<file path="src/hdl/fifo_cache_hit_cost_counter_macros.svh">
// Assertion shorthands shared by the RTL. Each expects clk and rst_n in scope.
`ifndef FIFO_CACHE_HIT_COST_COUNTER_MACROS_SVH
`define FIFO_CACHE_HIT_COST_COUNTER_MACROS_SVH

// Condition that holds at every clock edge outside reset.
`define FHC_ASSERT_HOLD(lbl, cond, msg) \
  lbl: assert property (@(posedge clk) disable iff (!rst_n) (cond)) else $error(msg);

// Same-cycle implication.
`define FHC_ASSERT_IMPL(lbl, ante, cons, msg) \
  lbl: assert property (@(posedge clk) disable iff (!rst_n) (ante) |-> (cons)) \
    else $error(msg);

// Next-cycle implication.
`define FHC_ASSERT_NEXT(lbl, ante, cons, msg) \
  lbl: assert property (@(posedge clk) disable iff (!rst_n) (ante) |=> (cons)) \
    else $error(msg);

`endif

</file>
<file path="src/hdl/fhc_pkg.sv">
package fhc_pkg;

  localparam int KEY_W      = 64;
  localparam int CAP_W      = 6;
  localparam int COST_W     = 8;
  localparam int TOTAL_W    = 32;
  localparam int CFG_IDX_W  = 2;
  localparam int CFG_DATA_W = 8;

  localparam logic [CFG_IDX_W-1:0] REG_CAPACITY  = 2'd0;
  localparam logic [CFG_IDX_W-1:0] REG_HIT_COST  = 2'd1;
  localparam logic [CFG_IDX_W-1:0] REG_MISS_COST = 2'd2;

  localparam logic [CAP_W-1:0]  CAPACITY_RST  = 6'd0;
  localparam logic [COST_W-1:0] HIT_COST_RST  = 8'd1;
  localparam logic [COST_W-1:0] MISS_COST_RST = 8'd5;

  typedef struct packed {
    logic              add;
    logic [COST_W-1:0] amount;
  } cost_req_t;

endpackage

</file>
<file path="src/hdl/fifo_cache_hit_cost_counter.sv">
// FIFO-replacement key cache with a saturating access-cost total. A request is
// taken when start is high and busy is low; its result appears on out_was_hit
// and out_total_cost for exactly one cycle, marked by out_valid, and cannot be
// held off. The stored keys are searched one entry per cycle through a single
// 64-bit comparator fed by a registered-read key memory. A miss searches every
// held key, a hit ends the search at the matching entry, and a request to an
// empty cache skips the search. A new start can be taken in the cycle its
// result is shown. A capacity write empties the cache but keeps the total.
`include "fifo_cache_hit_cost_counter_macros.svh"

module fifo_cache_hit_cost_counter #(
  parameter int ENTRIES = 32
) (
  input  logic                           clk,
  input  logic                           rst_n,
  input  logic                           start,
  output logic                           busy,
  input  logic [fhc_pkg::KEY_W-1:0]      in_request_key,
  output logic                           out_valid,
  output logic                           out_was_hit,
  output logic [fhc_pkg::TOTAL_W-1:0]    out_total_cost,
  input  logic                           cfg_we,
  input  logic [fhc_pkg::CFG_IDX_W-1:0]  cfg_index,
  input  logic [fhc_pkg::CFG_DATA_W-1:0] cfg_data
);
  import fhc_pkg::*;

  localparam int IDX_W = (ENTRIES > 1) ? $clog2(ENTRIES) : 1;
  localparam int CNT_W = $clog2(ENTRIES + 1);
  localparam int CMP_W = (CNT_W > CAP_W) ? CNT_W : CAP_W;

  localparam logic [1:0] S_IDLE   = 2'd0;
  localparam logic [1:0] S_SEARCH = 2'd1;
  localparam logic [1:0] S_UPDATE = 2'd2;

  logic [1:0]        state_r, state_nxt;
  logic [KEY_W-1:0]  key_r, key_nxt;
  logic [IDX_W-1:0]  idx_r, idx_nxt;
  logic              pend_r, pend_nxt;
  logic              last_r, last_nxt;
  logic              hit_r, hit_nxt;
  logic [CNT_W-1:0]  fill_r, fill_nxt;
  logic [IDX_W-1:0]  oldest_r, oldest_nxt;
  logic              out_valid_r, out_valid_nxt;
  logic              out_hit_r, out_hit_nxt;
  logic [CAP_W-1:0]  cap_r, cap_nxt;
  logic [COST_W-1:0] hit_cost_r, hit_cost_nxt;
  logic [COST_W-1:0] miss_cost_r, miss_cost_nxt;

  logic [CNT_W-1:0]  eff_cap;
  logic [CNT_W-1:0]  fill_m1;
  logic [CNT_W-1:0]  oldest_inc;
  logic              st_we;
  logic [IDX_W-1:0]  st_widx;
  logic [KEY_W-1:0]  rd_key;
  logic              key_match;
  logic              cache_full;
  cost_req_t         cost_req;
  logic [TOTAL_W-1:0] total;

  fhc_key_store #(
    .ENTRIES (ENTRIES),
    .IDX_W   (IDX_W)
  ) u_store (
    .clk    (clk),
    .wr_en  (st_we),
    .wr_idx (st_widx),
    .wr_key (key_r),
    .rd_idx (idx_r),
    .rd_key (rd_key)
  );

  fhc_cost_acc u_cost (
    .clk   (clk),
    .rst_n (rst_n),
    .req   (cost_req),
    .total (total)
  );

  always_comb begin
    eff_cap = (CMP_W'(cap_r) > CMP_W'(ENTRIES)) ? CNT_W'(ENTRIES) : CNT_W'(cap_r);
  end

  assign fill_m1    = fill_r - CNT_W'(1);
  assign oldest_inc = CNT_W'(oldest_r) + CNT_W'(1);
  assign key_match  = (rd_key == key_r);
  assign cache_full = (fill_r == eff_cap) && (eff_cap != '0);

  always_comb begin
    state_nxt     = state_r;
    key_nxt       = key_r;
    idx_nxt       = idx_r;
    pend_nxt      = 1'b0;
    last_nxt      = (CNT_W'(idx_r) == fill_m1);
    hit_nxt       = hit_r;
    fill_nxt      = fill_r;
    oldest_nxt    = oldest_r;
    out_valid_nxt = 1'b0;
    out_hit_nxt   = out_hit_r;
    cap_nxt       = cap_r;
    hit_cost_nxt  = hit_cost_r;
    miss_cost_nxt = miss_cost_r;
    st_we         = 1'b0;
    st_widx       = fill_r[IDX_W-1:0];
    cost_req      = '0;

    unique case (state_r)
      S_IDLE: begin
        if (start) begin
          key_nxt   = in_request_key;
          idx_nxt   = '0;
          hit_nxt   = 1'b0;
          state_nxt = (fill_r == '0) ? S_UPDATE : S_SEARCH;
        end
      end
      S_SEARCH: begin
        // The read issued last cycle is compared now; pend_r and last_r
        // travel alongside that read.
        pend_nxt = 1'b1;
        if (CNT_W'(idx_r) != fill_m1) begin
          idx_nxt = idx_r + IDX_W'(1);
        end
        if (pend_r && key_match) begin
          hit_nxt   = 1'b1;
          pend_nxt  = 1'b0;
          state_nxt = S_UPDATE;
        end else if (pend_r && last_r) begin
          pend_nxt  = 1'b0;
          state_nxt = S_UPDATE;
        end
      end
      S_UPDATE: begin
        out_valid_nxt   = 1'b1;
        out_hit_nxt     = hit_r;
        cost_req.add    = 1'b1;
        cost_req.amount = hit_r ? hit_cost_r : miss_cost_r;
        if (!hit_r && eff_cap != '0) begin
          st_we = 1'b1;
          if (fill_r < eff_cap) begin
            st_widx  = fill_r[IDX_W-1:0];
            fill_nxt = fill_r + CNT_W'(1);
          end else begin
            st_widx    = oldest_r;
            oldest_nxt = (oldest_inc >= eff_cap) ? '0 : oldest_r + IDX_W'(1);
          end
        end
        state_nxt = S_IDLE;
      end
      default: begin
        state_nxt = S_IDLE;
      end
    endcase

    if (cfg_we) begin
      unique case (cfg_index)
        REG_CAPACITY: begin
          cap_nxt    = cfg_data[CAP_W-1:0];
          fill_nxt   = '0;
          oldest_nxt = '0;
        end
        REG_HIT_COST:  hit_cost_nxt  = cfg_data[COST_W-1:0];
        REG_MISS_COST: miss_cost_nxt = cfg_data[COST_W-1:0];
        default: ;
      endcase
    end
  end

  always_ff @(posedge clk) begin
    if (!rst_n) begin
      state_r     <= S_IDLE;
      pend_r      <= 1'b0;
      fill_r      <= '0;
      oldest_r    <= '0;
      out_valid_r <= 1'b0;
      cap_r       <= CAPACITY_RST;
      hit_cost_r  <= HIT_COST_RST;
      miss_cost_r <= MISS_COST_RST;
    end else begin
      state_r     <= state_nxt;
      pend_r      <= pend_nxt;
      fill_r      <= fill_nxt;
      oldest_r    <= oldest_nxt;
      out_valid_r <= out_valid_nxt;
      cap_r       <= cap_nxt;
      hit_cost_r  <= hit_cost_nxt;
      miss_cost_r <= miss_cost_nxt;
    end
  end

  always_ff @(posedge clk) begin
    key_r     <= key_nxt;
    idx_r     <= idx_nxt;
    last_r    <= last_nxt;
    hit_r     <= hit_nxt;
    out_hit_r <= out_hit_nxt;
  end

  assign busy           = (state_r != S_IDLE);
  assign out_valid      = out_valid_r;
  assign out_was_hit    = out_hit_r;
  assign out_total_cost = total;

  `FHC_ASSERT_NEXT(a_strobe_single, out_valid_r, !out_valid_r, "result strobe too long")
  `FHC_ASSERT_HOLD(a_fill_bound, fill_r <= eff_cap, "fill count above capacity")
  `FHC_ASSERT_IMPL(a_empty_miss, (state_r == S_UPDATE) && (fill_r == '0), !hit_r, "empty hit")
  `FHC_ASSERT_IMPL(a_oldest_bound, cache_full, CNT_W'(oldest_r) < eff_cap, "oldest too high")

endmodule

</file>
<file path="src/hdl/fhc_key_store.sv">
module fhc_key_store #(
  parameter int ENTRIES = 32,
  parameter int IDX_W   = 5
) (
  input  logic                     clk,
  input  logic                     wr_en,
  input  logic [IDX_W-1:0]         wr_idx,
  input  logic [fhc_pkg::KEY_W-1:0] wr_key,
  input  logic [IDX_W-1:0]         rd_idx,
  output logic [fhc_pkg::KEY_W-1:0] rd_key
);
  import fhc_pkg::*;

  logic [KEY_W-1:0] mem [ENTRIES];
  logic [KEY_W-1:0] rd_key_r;

  always_ff @(posedge clk) begin
    if (wr_en) begin
      mem[wr_idx] <= wr_key;
    end
  end

  always_ff @(posedge clk) begin
    rd_key_r <= mem[rd_idx];
  end

  assign rd_key = rd_key_r;

endmodule

</file>
<file path="src/hdl/fhc_cost_acc.sv">
`include "fifo_cache_hit_cost_counter_macros.svh"

module fhc_cost_acc (
  input  logic                        clk,
  input  logic                        rst_n,
  input  fhc_pkg::cost_req_t          req,
  output logic [fhc_pkg::TOTAL_W-1:0] total
);
  import fhc_pkg::*;

  logic [TOTAL_W-1:0] total_r;
  logic [TOTAL_W-1:0] total_nxt;
  logic [TOTAL_W:0]   sum;

  always_comb begin
    sum       = {1'b0, total_r} + (TOTAL_W + 1)'(req.amount);
    total_nxt = total_r;
    if (req.add) begin
      // The carry out means the total has passed its maximum; clamp there.
      total_nxt = sum[TOTAL_W] ? '1 : sum[TOTAL_W-1:0];
    end
  end

  always_ff @(posedge clk) begin
    if (!rst_n) begin
      total_r <= '0;
    end else begin
      total_r <= total_nxt;
    end
  end

  assign total = total_r;

  `FHC_ASSERT_NEXT(a_total_monotonic, req.add, total_r >= $past(total_r), "total decreased")

endmodule
</file>
<file path="config.mk">
export PLATFORM = sky130hd
export DESIGN_NAME = fifo_cache_hit_cost_counter
export DESIGN_NICKNAME = d
export VERILOG_FILES = /design/src/hdl/fhc_pkg.sv /design/src/hdl/fifo_cache_hit_cost_counter.sv /design/src/hdl/fhc_key_store.sv /design/src/hdl/fhc_cost_acc.sv
export VERILOG_INCLUDE_DIRS = /design/src /design/src/hdl
export SDC_FILE = /design/constraint.sdc
export NUM_CORES = 2
export LEC_CHECK = 0
export BUFFER_PORTS_ARGS = -buffer_cell sky130_fd_sc_hd__buf_2
export CAP_MARGIN = 10
export CORE_MARGIN = 10
export CORE_UTILIZATION = 50
export CTS_CLUSTER_DIAMETER = 200
export DETAILED_ROUTE_END_ITERATION = 6
export GPL_TIMING_DRIVEN = 0
export HOLD_SLACK_MARGIN = 0.02
export PLACE_DENSITY = 0.71
export SLEW_MARGIN = 40
export SYNTH_ARGS = -nofsm -noshare
export SYNTH_HDL_FRONTEND = slang
export SYNTH_HIERARCHICAL = 1
export SYNTH_SLANG_ARGS = --single-unit
</file>
<file path="constraint.sdc">
create_clock -name clk -period 7 [get_ports clk]
set_clock_uncertainty 0.1 [all_clocks]
set_input_delay 1.05 -clock clk [delete_from_list [all_inputs] [get_ports clk]]
set_output_delay 1.05 -clock clk [all_outputs]
set_load 0.05 [all_outputs]
</file>
==> key figures <==
Setup path
  • Critical R2R Launch: hit_r
  • Cell chain of the critical path: clkbuf_1 -> a311o_1 -> nor3_2 -> mux2_1 -> or3b_2 -> clkbuf_1 -> buf_4 -> buf_4 -> nor2_4 -> buf_8 -> buf_16 -> buf_8 -> buf_16 -> buf_16
  • CP max stage delay: 0.51 ns
  • Crit path max-delay cell type: nor3_2
  • CP most frequent cell: buf_16
  • Worst Reg-to-Reg Cells: 14
  • Critical path data required time: 7.45 ns
  • Crit. End Element: flip-flop
  • Register-to-register setup slack: 1.99 ns
  • CP Class: reg2reg
  • Critical Path AT: 5.45 ns
  • Crit-path max FO: 12
  • Worst r2r dst: u_store/mem[24][8]
  • Startpoint types: flip-flop

Logic synthesis
  • Syn Nets: 3,868
  • Top-area cell type share of the netlist area: 0.739
  • Synth area leaders: edfxtp_1, mux4_2, dfxtp_1, mux2_2, mux2i_1
  • Yosys reg bits: 2,253
  • Post-synthesis sequential area ratio: 0.770
  • Top FF cell, synth: edfxtp_1
  • Mapped cell area: 86,100 µm²
  • Asr flop ratio synth: 0
  • Number of library cell types mapped by synthesis: 86
  • Synth area leader: edfxtp_1
  • Mapped Avg Cell Area: 22.9 µm²
  • Cells after synthesis: 3,766
  • Post-synth EDFFs: 2,119
  • Synth warnings: 6

Routing
  • Routed via count: 44,156
  • Initial DRC count: 6,314
  • Wirelength, routed: 235,000 µm
  • Via density: 6.42
  • First drt pass iteration count: 5
  • Routed Antenna Nets: 0
  • Average wire per standard cell: 34.2 µm
  • Drt drc: 0

Floorplan
  • Die Area: 189,000 µm²
  • CORE AREA: 172,000 µm²
  • Die H: 435 µm
  • FP Rows: 152
  • Die span in x: 435 µm
  • Initial Util: 0.502
  • Ports: 113

GRT
  • Initial antenna violation count: 4
  • GRT Util Overall: 0.245
  • Largest net degree at the start of global routing: 35
  • Global-route wire length before repair: 331,000 µm
  • Vias in the first global route: 43,510
  • Remaining Overflow, GRT: 0

Pwr
  • P per Cell Area: 270 nW/µm²
  • PnR Total Power: 27.5 mW
  • Leakage: 32.8 nW
  • VDD IR-drop max: 0.000225 V

Min path
  • WHS Endpoint: key_r[43]
  • Hold Startpoint: in_request_key[43]
  • HP Class: in2reg
  • Hold depth: 1

Clock tree
  • Clk Latency, worst-skew pair: 0.87 ns
  • Post-CTS Hold Buffers: 0
  • CTS Sinks: 2,253
  • Max H-tree Level: 4
  • Root buffer cell: clkbuf_16
  • Clock buffer depth: 3
  • Post-CTS Setup Bufs: 0
  • Cts bufs inserted: 214
  • Worst-path clk slew: 0.07 ns
  • CTS resizes: 0
  • CTS tree: built

STA
  • Crit path time final: 5.01 ns
  • Slew headroom: 0.371
  • Slew Limit Fails: 0
  • RSZ-0062 raised after global routing: false
  • Worst Tran Pin Value: 0.940 ns
  • Final Cycle Share: 0.715
  • Fmax achieved: 200 MHz
  • Fin. Hold Viols: 0
  • Final setup viols: 0

Layout
  • Synthesis-to-layout area growth: 18.4%
  • Fin util: 0.595
  • Fin nets: 4,476
  • Layout cells sized above 1: 0.344

Outcome
  • Status: completed

Placed design
  • Post-DP HPWL: 158,000 µm
  • I/O Buffers: 112
  • GPL Wtd Cong: 0.808

Flow run
  • Max Cap Viol: 0
-- Yosys cell counts, types with 8 or more instances --
library cell / count
edfxtp_1: 2119
mux4_2: 602
dfxtp_1: 134
nor2_1: 99
mux2_2: 74
clkbuf_1: 72
mux2i_1: 71
buf_2: 67
xor2_1: 48
nand2_1: 32
a21oi_1: 30
inv_1: 29
nor2b_1: 24
xnor2_1: 24
ha_1: 23
nand3_1: 22
buf_1: 21
nand2b_1: 21
o21ai_0: 16
o22ai_1: 16
nor4_1: 14
a221oi_1: 12
nand4_1: 12
o2111ai_1: 11
buf_4: 10
nor3_1: 10
and3_1: 9
a211oi_1: 8
-- report_power, final --
group          switching, mW  total [mW]  leakage [nW]  internal, mW
registers              0.124        15.0          20.2          14.8
logic                  0.799        1.35          9.29         0.553
clock network           5.00        11.2          3.31          6.20
-- per-layer routing --
layer | wire, µm | global-route usage
met3 | 27400 | 0.0559
met4 | 9600 | 0.0916
met1 | 86000 | 0.335
met2 | 112000 | 0.387
met5 | 48 | 0
-- layout by cell type, fill, tap and decap left out, drive strengths merged, types with 16 or more instances in the layout --
| cell type | synthesis | layout |
|---|---|---|
| mux4 | 602 | 602 |
| nand2b | 21 | 21 |
| mux2 | 79 | 79 |
| o22ai | 16 | 16 |
| nor2b | 24 | 24 |
| xor2 | 48 | 48 |
| inv | 32 | 39 |
| nor2 | 100 | 100 |
| nor4 | 16 | 16 |
| nand2 | 34 | 34 |
| a21oi | 30 | 30 |
| dfxtp | 134 | 134 |
| ha | 23 | 23 |
| nand3 | 23 | 23 |
| buf | 101 | 492 |
| o21ai | 19 | 19 |
| mux2i | 71 | 71 |
| clkbuf | 73 | 368 |
| clkinv | 0 | 90 |
| edfxtp | 2119 | 2119 |
| xnor2 | 24 | 24 |
-- worst max-delay path: cells and delay by family (launching register included) --
kind / cells / cell delay, ns
AND/OR/NAND/NOR: 3 / 1.34
buffers and inverters: 9 / 1.83
AO/OA/AOI/OAI: 1 / 0.49
multiplexers: 1 / 0.44
flip-flops: 1 / 0.48
-- sequential cells by signal, summed over array words and instances (netlist names), 2 cells and up --
register / count
oldest_r: 5
u_store/rd_key: 64
key_r: 64
cap_r: 6
miss_cost_r: 8
fill_r: 6
u_store/mem: 2048
state_r: 2
idx_r: 5
u_cost/total: 32
hit_cost_r: 8
-- layout make-up --
type / count / area (µm²)
Fill cell: 11688 / 69500
Tap cell: 2310 / 2890
Antenna cell: 1 / 2.50
Clock inverter: 113 / 923
Buffer: 175 / 875
Sequential cell: 2253 / 66300
Inverter: 32 / 120
Timing Repair Buffer: 392 / 5860
Multi-Input combinational cell: 1306 / 19200
Clock buffer: 294 / 5850
-- through the flow --
step	setup TNS, ns	instance area [µm²]	setup slack (ns)	cells	hold slack, ns
floorplan	0	86100	1.09	3766	0.324
global placement	-7153.49	89600	-4.40	6188	0.358
detailed placement	0	94700	2.11	6422	0.371
CTS	0	101000	2.10	6829	0.204
global route	0	102000	1.83	6875	0.228
finish	0	102000	1.99	6876	0.252
-- kinds of logic (layout without fill, tap and decap cells) --
family,after synthesis,in the layout,share of synthesized area
other,0,1,0
multiplexers,752,752,0.176
flip-flops,2253,2253,0.770
AO/OA/AOI/OAI,168,168,0.0146
adder cells (fa/ha/maj),24,24,0.00357
XOR/XNOR,72,72,0.00732
buffers and inverters,207,1006,0.0108
AND/OR/NAND/NOR,290,290,0.0180
-- worst max-delay path by stage --
| stage | startpoint | end | slack [ns] | cells after the start |
|---|---|---|---|---|
| floorplan | cap_r[5] | u_store/mem[17][0] | 1.09 | 9 |
| global placement | cap_r[5] | u_store/mem[18][9] | -4.40 | 9 |
| detailed placement | hit_r | u_store/mem[2][9] | 2.11 | 10 |
| CTS | hit_r | u_store/mem[2][10] | 2.10 | 10 |
| global route | cap_r[5] | u_store/mem[24][8] | 1.83 | 17 |
| finish | hit_r | u_store/mem[24][8] | 1.99 | 14 |
Power figures use the tool's default switching activity.
